## src/rtl/fccm_pkg.sv

```systemverilog
package fccm_pkg;

	// normalized fraction t, unsigned Q0.16
	localparam int T_BITS = 16;
	localparam logic [T_BITS-1:0] T_HALF = 16'h8000;
	localparam logic [T_BITS-1:0] T_MAX = 16'hFFFF;
	localparam int SEG_BITS = 14;

	localparam int SMOKE_BITS = 9;
	localparam logic [SMOKE_BITS-1:0] SMOKE_ONE = 9'd256;
	localparam int CHAN_BITS = 8;

	// quotient bits resolved per divider stage
	localparam int DIV_STEPS = 2;
	localparam int DIV_STAGES = T_BITS / DIV_STEPS;

	// front end two stages, divider, colour two stages
	localparam int LATENCY = 2 + DIV_STAGES + 2;

	typedef enum logic [1:0] {
		MODE_RAMP       = 2'd0,
		MODE_RAMP_SMOKE = 2'd1,
		MODE_GREY       = 2'd2,
		MODE_SMOKE_RAMP = 2'd3
	} mode_t;

	typedef enum logic [1:0] {
		CFG_MODE       = 2'd0,
		CFG_RANGE_LOW  = 2'd1,
		CFG_RANGE_HIGH = 2'd2
	} cfg_idx_t;

	// per item flags that ride alongside the divider
	typedef struct packed {
		logic empty;
		logic full;
		logic [SMOKE_BITS-1:0] sm;
	} side_t;

endpackage

```

## src/rtl/fccm_norm.sv

```systemverilog
module fccm_norm
	import fccm_pkg::*;
#(
	parameter int SAMPLE_BITS = 16
) (
	input  logic clk,
	input  logic arst_n,
	input  logic in_valid,
	input  logic [SAMPLE_BITS-1:0] pressure,
	input  logic [SMOKE_BITS-1:0] smoke,
	input  logic [SAMPLE_BITS-1:0] range_low,
	input  logic [SAMPLE_BITS-1:0] range_high,
	output logic out_valid,
	output logic [SAMPLE_BITS-1:0] num,
	output logic [SAMPLE_BITS-1:0] den,
	output side_t side
);

	logic signed [SAMPLE_BITS:0] p_x, lo_x, hi_x, d_x;
	logic lt, ge;
	logic [SMOKE_BITS-1:0] sm_sat;

	logic v_s1, lt_s1, ge_s1, empty_s1;
	logic [SAMPLE_BITS-1:0] p_s1, d_s1;
	logic [SMOKE_BITS-1:0] sm_s1;

	logic v_s2;
	logic [SAMPLE_BITS-1:0] n_s2, d_s2, n_x;
	side_t side_s2;

	assign p_x = $signed({pressure[SAMPLE_BITS-1], pressure});
	assign lo_x = $signed({range_low[SAMPLE_BITS-1], range_low});
	assign hi_x = $signed({range_high[SAMPLE_BITS-1], range_high});
	assign d_x = hi_x - lo_x;
	assign lt = p_x < lo_x;
	assign ge = p_x >= hi_x;
	assign sm_sat = (smoke > SMOKE_ONE) ? SMOKE_ONE : smoke;

	// offset inside the range, fits unsigned once clamped
	assign n_x = p_s1 - range_low;

	always_ff @(posedge clk or negedge arst_n) begin
		if (!arst_n) begin
			v_s1 <= 1'b0;
			v_s2 <= 1'b0;
		end else begin
			v_s1 <= in_valid;
			v_s2 <= v_s1;
		end
	end

	always_ff @(posedge clk) begin
		p_s1 <= pressure;
		lt_s1 <= lt;
		ge_s1 <= ge;
		d_s1 <= d_x[SAMPLE_BITS-1:0];
		empty_s1 <= d_x[SAMPLE_BITS] || (d_x == '0);
		sm_s1 <= sm_sat;

		priority if (lt_s1) begin
			n_s2 <= '0;
		end else if (ge_s1) begin
			n_s2 <= d_s1;
		end else begin
			n_s2 <= n_x;
		end
		d_s2 <= d_s1;
		side_s2.empty <= empty_s1;
		side_s2.full <= ge_s1;
		side_s2.sm <= sm_s1;
	end

	assign out_valid = v_s2;
	assign num = n_s2;
	assign den = d_s2;
	assign side = side_s2;

endmodule

```

## src/rtl/fccm_divider.sv

```systemverilog
module fccm_divider
	import fccm_pkg::*;
#(
	parameter int SAMPLE_BITS = 16
) (
	input  logic clk,
	input  logic arst_n,
	input  logic in_valid,
	input  logic [SAMPLE_BITS-1:0] num,
	input  logic [SAMPLE_BITS-1:0] den,
	input  side_t side_in,
	output logic out_valid,
	output logic [T_BITS-1:0] quot,
	output side_t side_out
);

	// restoring division of num * 2^T_BITS by den, num at most den
	logic v_s [DIV_STAGES];
	logic [SAMPLE_BITS-1:0] r_s [DIV_STAGES];
	logic [SAMPLE_BITS-1:0] d_s [DIV_STAGES];
	logic [T_BITS-1:0] q_s [DIV_STAGES];
	side_t side_s [DIV_STAGES];

	for (genvar k = 0; k < DIV_STAGES; k++) begin : g_stage
		logic v_in;
		logic [SAMPLE_BITS-1:0] r_in, d_in, r_n;
		logic [T_BITS-1:0] q_in, q_n;
		logic [SAMPLE_BITS:0] r2;
		side_t s_in;

		if (k == 0) begin : g_first
			assign v_in = in_valid;
			assign r_in = num;
			assign d_in = den;
			assign q_in = '0;
			assign s_in = side_in;
		end else begin : g_next
			assign v_in = v_s[k-1];
			assign r_in = r_s[k-1];
			assign d_in = d_s[k-1];
			assign q_in = q_s[k-1];
			assign s_in = side_s[k-1];
		end

		always_comb begin
			r_n = r_in;
			q_n = q_in;
			r2 = '0;
			for (int j = 0; j < DIV_STEPS; j++) begin
				r2 = {r_n, 1'b0};
				if (r2 >= {1'b0, d_in}) begin
					r2 = r2 - {1'b0, d_in};
					q_n = {q_n[T_BITS-2:0], 1'b1};
				end else begin
					q_n = {q_n[T_BITS-2:0], 1'b0};
				end
				r_n = r2[SAMPLE_BITS-1:0];
			end
		end

		always_ff @(posedge clk or negedge arst_n) begin
			if (!arst_n) begin
				v_s[k] <= 1'b0;
			end else begin
				v_s[k] <= v_in;
			end
		end

		always_ff @(posedge clk) begin
			r_s[k] <= r_n;
			d_s[k] <= d_in;
			q_s[k] <= q_n;
			side_s[k] <= s_in;
		end
	end

	assign out_valid = v_s[DIV_STAGES-1];
	assign quot = q_s[DIV_STAGES-1];
	assign side_out = side_s[DIV_STAGES-1];

endmodule

```

## src/rtl/fccm_colour.sv

```systemverilog
module fccm_colour
	import fccm_pkg::*;
(
	input  logic clk,
	input  logic arst_n,
	input  logic in_valid,
	input  logic [T_BITS-1:0] quot,
	input  side_t side,
	input  mode_t mode,
	output logic out_valid,
	output logic [CHAN_BITS-1:0] red,
	output logic [CHAN_BITS-1:0] green,
	output logic [CHAN_BITS-1:0] blue
);

	// channel darkened by 255 * sm / 256, floored at zero
	function automatic logic [CHAN_BITS-1:0] darken(
		input logic [CHAN_BITS-1:0] c,
		input logic [16:0] smoke_term
	);
		logic signed [17:0] v;
		v = $signed({2'b00, c, 8'h00}) - $signed({1'b0, smoke_term});
		return (v <= 0) ? '0 : v[15:8];
	endfunction

	logic [T_BITS-1:0] t;
	logic [SEG_BITS-1:0] f;
	logic [SEG_BITS:0] g;
	logic [21:0] up_p, dn_p;
	logic [CHAN_BITS-1:0] up, down;
	logic [CHAN_BITS-1:0] r_x, g_x, b_x;

	logic v_s1;
	logic [CHAN_BITS-1:0] r_s1, g_s1, b_s1;
	logic [SMOKE_BITS-1:0] sm_s1;
	logic [16:0] sm_term;

	logic v_s2;
	logic [CHAN_BITS-1:0] r_s2, g_s2, b_s2;

	always_comb begin
		unique case (mode)
			MODE_RAMP, MODE_RAMP_SMOKE: begin
				priority if (side.empty) begin
					t = T_HALF;
				end else if (side.full) begin
					t = T_MAX;
				end else begin
					t = quot;
				end
			end
			MODE_GREY, MODE_SMOKE_RAMP: begin
				// smoke of one saturates just below one
				t = side.sm[8] ? T_MAX : {side.sm[7:0], 8'h00};
			end
			default: t = T_HALF;
		endcase
	end

	assign f = t[SEG_BITS-1:0];
	assign g = 15'd16384 - {1'b0, f};
	assign up_p = 22'(f) * 22'd255;
	assign dn_p = 22'(g) * 22'd255;
	assign up = up_p[21:14];
	assign down = dn_p[21:14];

	// blue, cyan, green, yellow, red
	always_comb begin
		unique case (t[T_BITS-1:SEG_BITS])
			2'd0: begin r_x = '0; g_x = up; b_x = 8'd255; end
			2'd1: begin r_x = '0; g_x = 8'd255; b_x = down; end
			2'd2: begin r_x = up; g_x = 8'd255; b_x = '0; end
			default: begin r_x = 8'd255; g_x = down; b_x = '0; end
		endcase
	end

	assign sm_term = 17'(sm_s1) * 17'd255;

	always_ff @(posedge clk or negedge arst_n) begin
		if (!arst_n) begin
			v_s1 <= 1'b0;
			v_s2 <= 1'b0;
		end else begin
			v_s1 <= in_valid;
			v_s2 <= v_s1;
		end
	end

	always_ff @(posedge clk) begin
		r_s1 <= r_x;
		g_s1 <= g_x;
		b_s1 <= b_x;
		sm_s1 <= side.sm;

		unique case (mode)
			MODE_RAMP, MODE_SMOKE_RAMP: begin
				r_s2 <= r_s1;
				g_s2 <= g_s1;
				b_s2 <= b_s1;
			end
			MODE_RAMP_SMOKE: begin
				r_s2 <= darken(r_s1, sm_term);
				g_s2 <= darken(g_s1, sm_term);
				b_s2 <= darken(b_s1, sm_term);
			end
			MODE_GREY: begin
				r_s2 <= sm_term[15:8];
				g_s2 <= sm_term[15:8];
				b_s2 <= sm_term[15:8];
			end
			default: begin
				r_s2 <= r_s1;
				g_s2 <= g_s1;
				b_s2 <= b_s1;
			end
		endcase
	end

	assign out_valid = v_s2;
	assign red = r_s2;
	assign green = g_s2;
	assign blue = b_s2;

endmodule

```

## src/rtl/false_colour_cell_mapper.sv

```systemverilog
// throughput: one item per cycle, busy is never raised
// an item passes 2 front end stages, 8 divider stages at 2 quotient bits each, 2 colour stages
// results are shown for one cycle under done, the receiver cannot stall
// reset (arst_n low, asynchronous) empties the pipeline and sets mode 0,
// range_low 0 and range_high to the largest positive sample
module false_colour_cell_mapper
	import fccm_pkg::*;
#(
	parameter int SAMPLE_BITS = 16
) (
	input  logic clk,
	input  logic arst_n,
	// item handshake
	input  logic start,
	output logic busy,
	input  logic [SAMPLE_BITS-1:0] pressure,
	input  logic [SMOKE_BITS-1:0] smoke,
	// result strobe
	output logic done,
	output logic [CHAN_BITS-1:0] red,
	output logic [CHAN_BITS-1:0] green,
	output logic [CHAN_BITS-1:0] blue,
	// register write port
	input  logic cfg_we,
	input  logic [1:0] cfg_index,
	input  logic [SAMPLE_BITS-1:0] cfg_data
);

	// configuration registers, the user writes them only while no item is in flight, unenforced
	mode_t mode_q;
	logic [SAMPLE_BITS-1:0] range_low_q;
	logic [SAMPLE_BITS-1:0] range_high_q;

	logic accept;

	// front end to divider
	logic norm_valid;
	logic [SAMPLE_BITS-1:0] norm_num, norm_den;
	side_t norm_side;

	// divider to colour stages
	logic div_valid;
	logic [T_BITS-1:0] div_quot;
	side_t div_side;

	// pipeline never holds off an item
	assign busy = 1'b0;
	assign accept = start && !busy;

	always_ff @(posedge clk or negedge arst_n) begin
		if (!arst_n) begin
			mode_q <= MODE_RAMP;
			range_low_q <= '0;
			range_high_q <= {1'b0, {(SAMPLE_BITS-1){1'b1}}};
		end else if (cfg_we) begin
			unique case (cfg_idx_t'(cfg_index))
				CFG_MODE: mode_q <= mode_t'(cfg_data[1:0]);
				CFG_RANGE_LOW: range_low_q <= cfg_data;
				CFG_RANGE_HIGH: range_high_q <= cfg_data;
				default: ; // unused index, write dropped
			endcase
		end
	end

	// clamp to the range and form numerator and denominator (2 stages)
	fccm_norm #(
		.SAMPLE_BITS(SAMPLE_BITS)
	) u_norm (
		.clk(clk),
		.arst_n(arst_n),
		.in_valid(accept),
		.pressure(pressure),
		.smoke(smoke),
		.range_low(range_low_q),
		.range_high(range_high_q),
		.out_valid(norm_valid),
		.num(norm_num),
		.den(norm_den),
		.side(norm_side)
	);

	// pipelined restoring divider gives the Q0.16 fraction
	fccm_divider #(
		.SAMPLE_BITS(SAMPLE_BITS)
	) u_divider (
		.clk(clk),
		.arst_n(arst_n),
		.in_valid(norm_valid),
		.num(norm_num),
		.den(norm_den),
		.side_in(norm_side),
		.out_valid(div_valid),
		.quot(div_quot),
		.side_out(div_side)
	);

	// ramp lookup, then smoke darkening or grey (2 stages)
	fccm_colour u_colour (
		.clk(clk),
		.arst_n(arst_n),
		.in_valid(div_valid),
		.quot(div_quot),
		.side(div_side),
		.mode(mode_q),
		.out_valid(done),
		.red(red),
		.green(green),
		.blue(blue)
	);

	// every result traces back to an item accepted a fixed time earlier
	assert property (@(posedge clk) disable iff (!arst_n)
		done |-> $past(accept, LATENCY))
	else $error("result without matching item");

	assert property (@(posedge clk) disable iff (!arst_n)
		div_valid |-> $past(accept, 2 + DIV_STAGES))
	else $error("divider output out of step with accepted items");

	// grey mode gives equal channels
	assert property (@(posedge clk) disable iff (!arst_n)
		done && mode_q == MODE_GREY && $past(mode_q) == MODE_GREY |->
		red == green && green == blue)
	else $error("grey result with unequal channels");

endmodule

```

## config.mk

```make
export PLATFORM = sky130hd
export DESIGN_NAME = false_colour_cell_mapper
export DESIGN_NICKNAME = d
export VERILOG_FILES = /design/src/rtl/fccm_pkg.sv /design/src/rtl/fccm_norm.sv /design/src/rtl/fccm_divider.sv /design/src/rtl/fccm_colour.sv /design/src/rtl/false_colour_cell_mapper.sv
export SDC_FILE = /design/constraint.sdc
export NUM_CORES = 2
export LEC_CHECK = 0
export BUFFER_PORTS_ARGS = -buffer_cell sky130_fd_sc_hd__buf_2
export CAP_MARGIN = 20
export CORE_MARGIN = 3
export CORE_UTILIZATION = 35
export DETAILED_ROUTE_END_ITERATION = 8
export GPL_TIMING_DRIVEN = 0
export PLACE_DENSITY = 0.53
export SLEW_MARGIN = 25
export SYNTH_ARGS = -nofsm -noshare
export SYNTH_HDL_FRONTEND = slang
export SYNTH_HIERARCHICAL = 1
export SYNTH_SLANG_ARGS = --single-unit
```

## constraint.sdc

```tcl
create_clock -name clk -period 17.1 [get_ports clk]
set_input_delay 1.71 -clock clk [delete_from_list [all_inputs] [get_ports clk]]
set_output_delay 1.71 -clock clk [all_outputs]
set_load 0.005 [all_outputs]
```

==> summary.txt <==
Cells and area
  • Fin area: 41,920 µm²
  • Finished Layout Cells: 5,492
  • Nets: 4,725
  • Most frequent cells in the layout: dfxtp_1 (528), inv_1 (467), ha_1 (463)
  • Layout Area Growth over Synthesis: 11.64%
  • Ant diodes: 0
  • Fraction of layout cells with a size suffix above 1: a little over a tenth
  • Most common cell after layout, fill and taps aside: dfxtp_1

Drt
  • Metal3 WL: between 2000 and 3000 µm
  • Vias per cell: ~4.9
  • Drt wl/cell: 15.90 µm
  • Pre-antenna DRT Iters: 5
  • Metal2 WL: around 40,000 µm
  • Drt total wl: between 80,000 and 90,000 µm
  • Top layer in use: met4
  • Antenna viol nets, final: 0
  • Wire length on met1: approximately 42,000 µm
  • Residual DRC count: 0
  • 1st-iter DRT viols: approximately 1,300
  • Vias: 27,120

Worst setup path
  • Crit path required time: roughly 18 ns
  • Setup CP Type: flip-flop to flip-flop
  • CP startpoint kind: flip-flop
  • R2R depth: 25
  • CP max FO: 10
  • WP data arrival: approximately 8.8 ns
  • CP Capture Type: flip-flop

Clocking
  • Clock Latency Late Sink: approximately 0.66 ns
  • Reg clk slew, reported paths: ~0.06 ns
  • CTS tree: done
  • Post-CTS Hold Buffers: 0
  • H-Tree Depth: 2
  • Number of setup buffers added after CTS: 0
  • CTS Buf Count: approximately 60
  • # clock sinks: approximately 570
  • Maximum clock path buffer count: 3
  • # resized after CTS: 0
  • Root Driver: clkbuf_16

Timing
  • Worst rel slew slack: between 30% and 40%
  • Fin crit period: roughly 8.4 ns
  • Final Max Tran Viols: 0
  • Actual slew at the worst max-slew pin: between 0.9 and 1 ns
  • RSZ-0062 raised after global routing: no
  • Hold_ws: 0.2805 ns
  • Endpoints failing setup: 0
  • Setup TNS Final: 0 ns
  • Clock skew: ~0.062 ns
  • F_max: 119.5 MHz
  • Final Hold Viols: 0
  • Period Utilization, post-route: between 40% and 50%

Placement
  • Placed Instances: approximately 5,400
  • Dpl cell area: ~40,000 µm²
  • IO Port Bufs: 71
  • RD Place Congestion: 0.8751
  • Post-DP HPWL: about 70,000 µm

Floorplanning
  • Rows: roughly 120
  • Chip height: between 300 and 400 µm
  • Initial Util: between 30% and 40%
  • Core ar.: ~110,000 µm²
  • Die area: about 110,000 µm²
  • IO Pins: 73
  • Die X-Extent: 333.6 µm

Min path
  • Worst hold path type: flip-flop to flip-flop
  • Hold Path Depth: 0

Synth
  • Syn nets: between 4,000 and 5,000
  • Post-synth EDFFs: 0
  • Ys Warns: 6
  • Post-synthesis mux area share: between 6 and 7%
  • Cell count after synthesis: around 3,900
  • Predominant post-synthesis flop cell: dfxtp_1
  • Post-synthesis simple-gate area fraction: roughly a tenth
  • Synthesis-stage register bit count: approximately 570
  • Main combinational cell family by area after synthesis: adder cells
  • Seq/Total Area, Yosys: roughly 31%
  • Synth cell types: ~100
  • Synth Area in Adders: approximately 24%
  • Synth Area in Compound Gates: between 15 and 20%
  • Mean Syn Cell Area: 9.594 µm²
  • Post-Syn Area: ~38,000 µm²
  • XOR/XNOR Fraction of Synth Area: 6.321%
  • Async S/R FF share, synth: 8.014%

Global routing
  • First-pass GRT wire length: 142,700 µm
  • Gr usage total: 15.57%
  • Largest net degree at the start of global routing: 30
  • Vias in the first global route: around 27,000
  • GRT overflow: 0
  • Initial antenna violation count: 2

Run status
  • Outcome: completed

Run
  • Max-Cap Viols: 0
-- cell type report --
| type | instances | area (µm²) |
|---|---|---|
| Clock inverter | 39 | 533.0 |
| Timing Repair Buffer | 72 | 375.4 |
| Inverter | 469 | 1760 |
| Buffer | 60 | 294.0 |
| Clock buffer | 76 | 1714 |
| Fill cell | 10520 | 63940 |
| Tap cell | 1391 | 1740 |
| Sequential cell | 574 | 11740 |
| Multi-Input combinational cell | 2811 | 23770 |
-- sequential cells by signal (all words and copies together) (netlist names), 72 cells and up --
register / flops
u_divider/d_s: 112
u_divider/q_s: 72
u_divider/r_s: 112
u_divider/side_s: 88
-- worst paths after layout --
kind | from | endpoint | slack, ns
max | mode_q[0] | u_colour/g_s1[5] | 8.73
min | u_divider/q_s[1][21] | u_divider/q_s[1][39] | 0.28
max reg2reg | mode_q[0] | u_colour/g_s1[5] | 8.73
min reg2reg | u_divider/q_s[1][21] | u_divider/q_s[1][39] | 0.28
max in group asynchronous | arst_n | range_high_q[1] | 15.53
min in group asynchronous | arst_n | range_low_q[12] | 0.98
-- cells in the mapped netlist (25+ instances only) --
library cell / instances / area share (%)
nor3_1: 58 / 0.77
a21o_1: 108 / 2.2
nor2b_1: 47 / 0.78
a31oi_1: 43 / 0.72
xnor2_1: 177 / 4.1
xor2_1: 94 / 2.2
o21ai_1: 25 / 0.33
o21bai_1: 33 / 0.66
o21a_1: 51 / 1.0
ha_1: 463 / 15
o21ai_0: 157 / 2.1
clkbuf_1: 37 / 0.37
dfxtp_1: 528 / 28
a21oi_1: 252 / 3.4
inv_1: 467 / 4.7
mux2_4: 28 / 1.1
dfrtp_1: 31 / 2.1
fa_1: 166 / 8.8
nand3_1: 66 / 0.88
nand2_1: 187 / 1.9
a211oi_1: 31 / 0.62
mux2_2: 135 / 4.0
nand4_1: 31 / 0.52
nor2_1: 254 / 2.5
-- worst max-delay path, cell delays in order, from the launching register on --
cell and delay (ns):
dfrtp_1 0.42, inv_1 0.06, ha_1 0.35, or3_1 0.40, clkbuf_1 0.25, o21ai_1 0.78, inv_1 0.22, ha_1 0.32
and3_1 0.21, nand3_1 0.12, xnor2_1 0.38, inv_1 0.16, fa_1 0.59, fa_1 0.56, inv_1 0.06, fa_1 0.51
fa_1 0.50, ha_1 0.33, a21oi_1 0.18, nor4b_1 0.27, a221o_1 0.29, a211oi_1 0.14, o31ai_1 0.45, nor2b_1 0.22
xor2_1 0.28, a21oi_1 0.11
-- per-stage QoR --
step	worst slack (ns)	utilization [%]
2_1_floorplan	9.974	-
3_3_place_gp	8.533	37.45
3_5_place_dp	8.679	37.47
4_1_cts	8.578	39.59
5_1_grt	7.960	39.60
6_report	8.731	39.60
-- kinds of logic (layout without fill, tap and decap cells) --
family / Yosys count / after routing
AO/OA/AOI/OAI: 912 / 912
AND/OR/NAND/NOR: 802 / 802
adder cells (fa/ha/maj): 629 / 629
flip-flops: 574 / 574
buffers and inverters: 529 / 716
XOR/XNOR: 271 / 271
multiplexers: 196 / 196
other: 1 / 1
-- per-layer routing --
layer	vias up	GRT usage, %
li1	13900	-
met3	114	1.633
met2	367	26.14
met1	12740	21.24
met4	0	4.351
met5	-	0
Power is left out: the tool's default activity adds up to more than one toggle a clock period on the data nets, which glitch-free logic cannot reach.
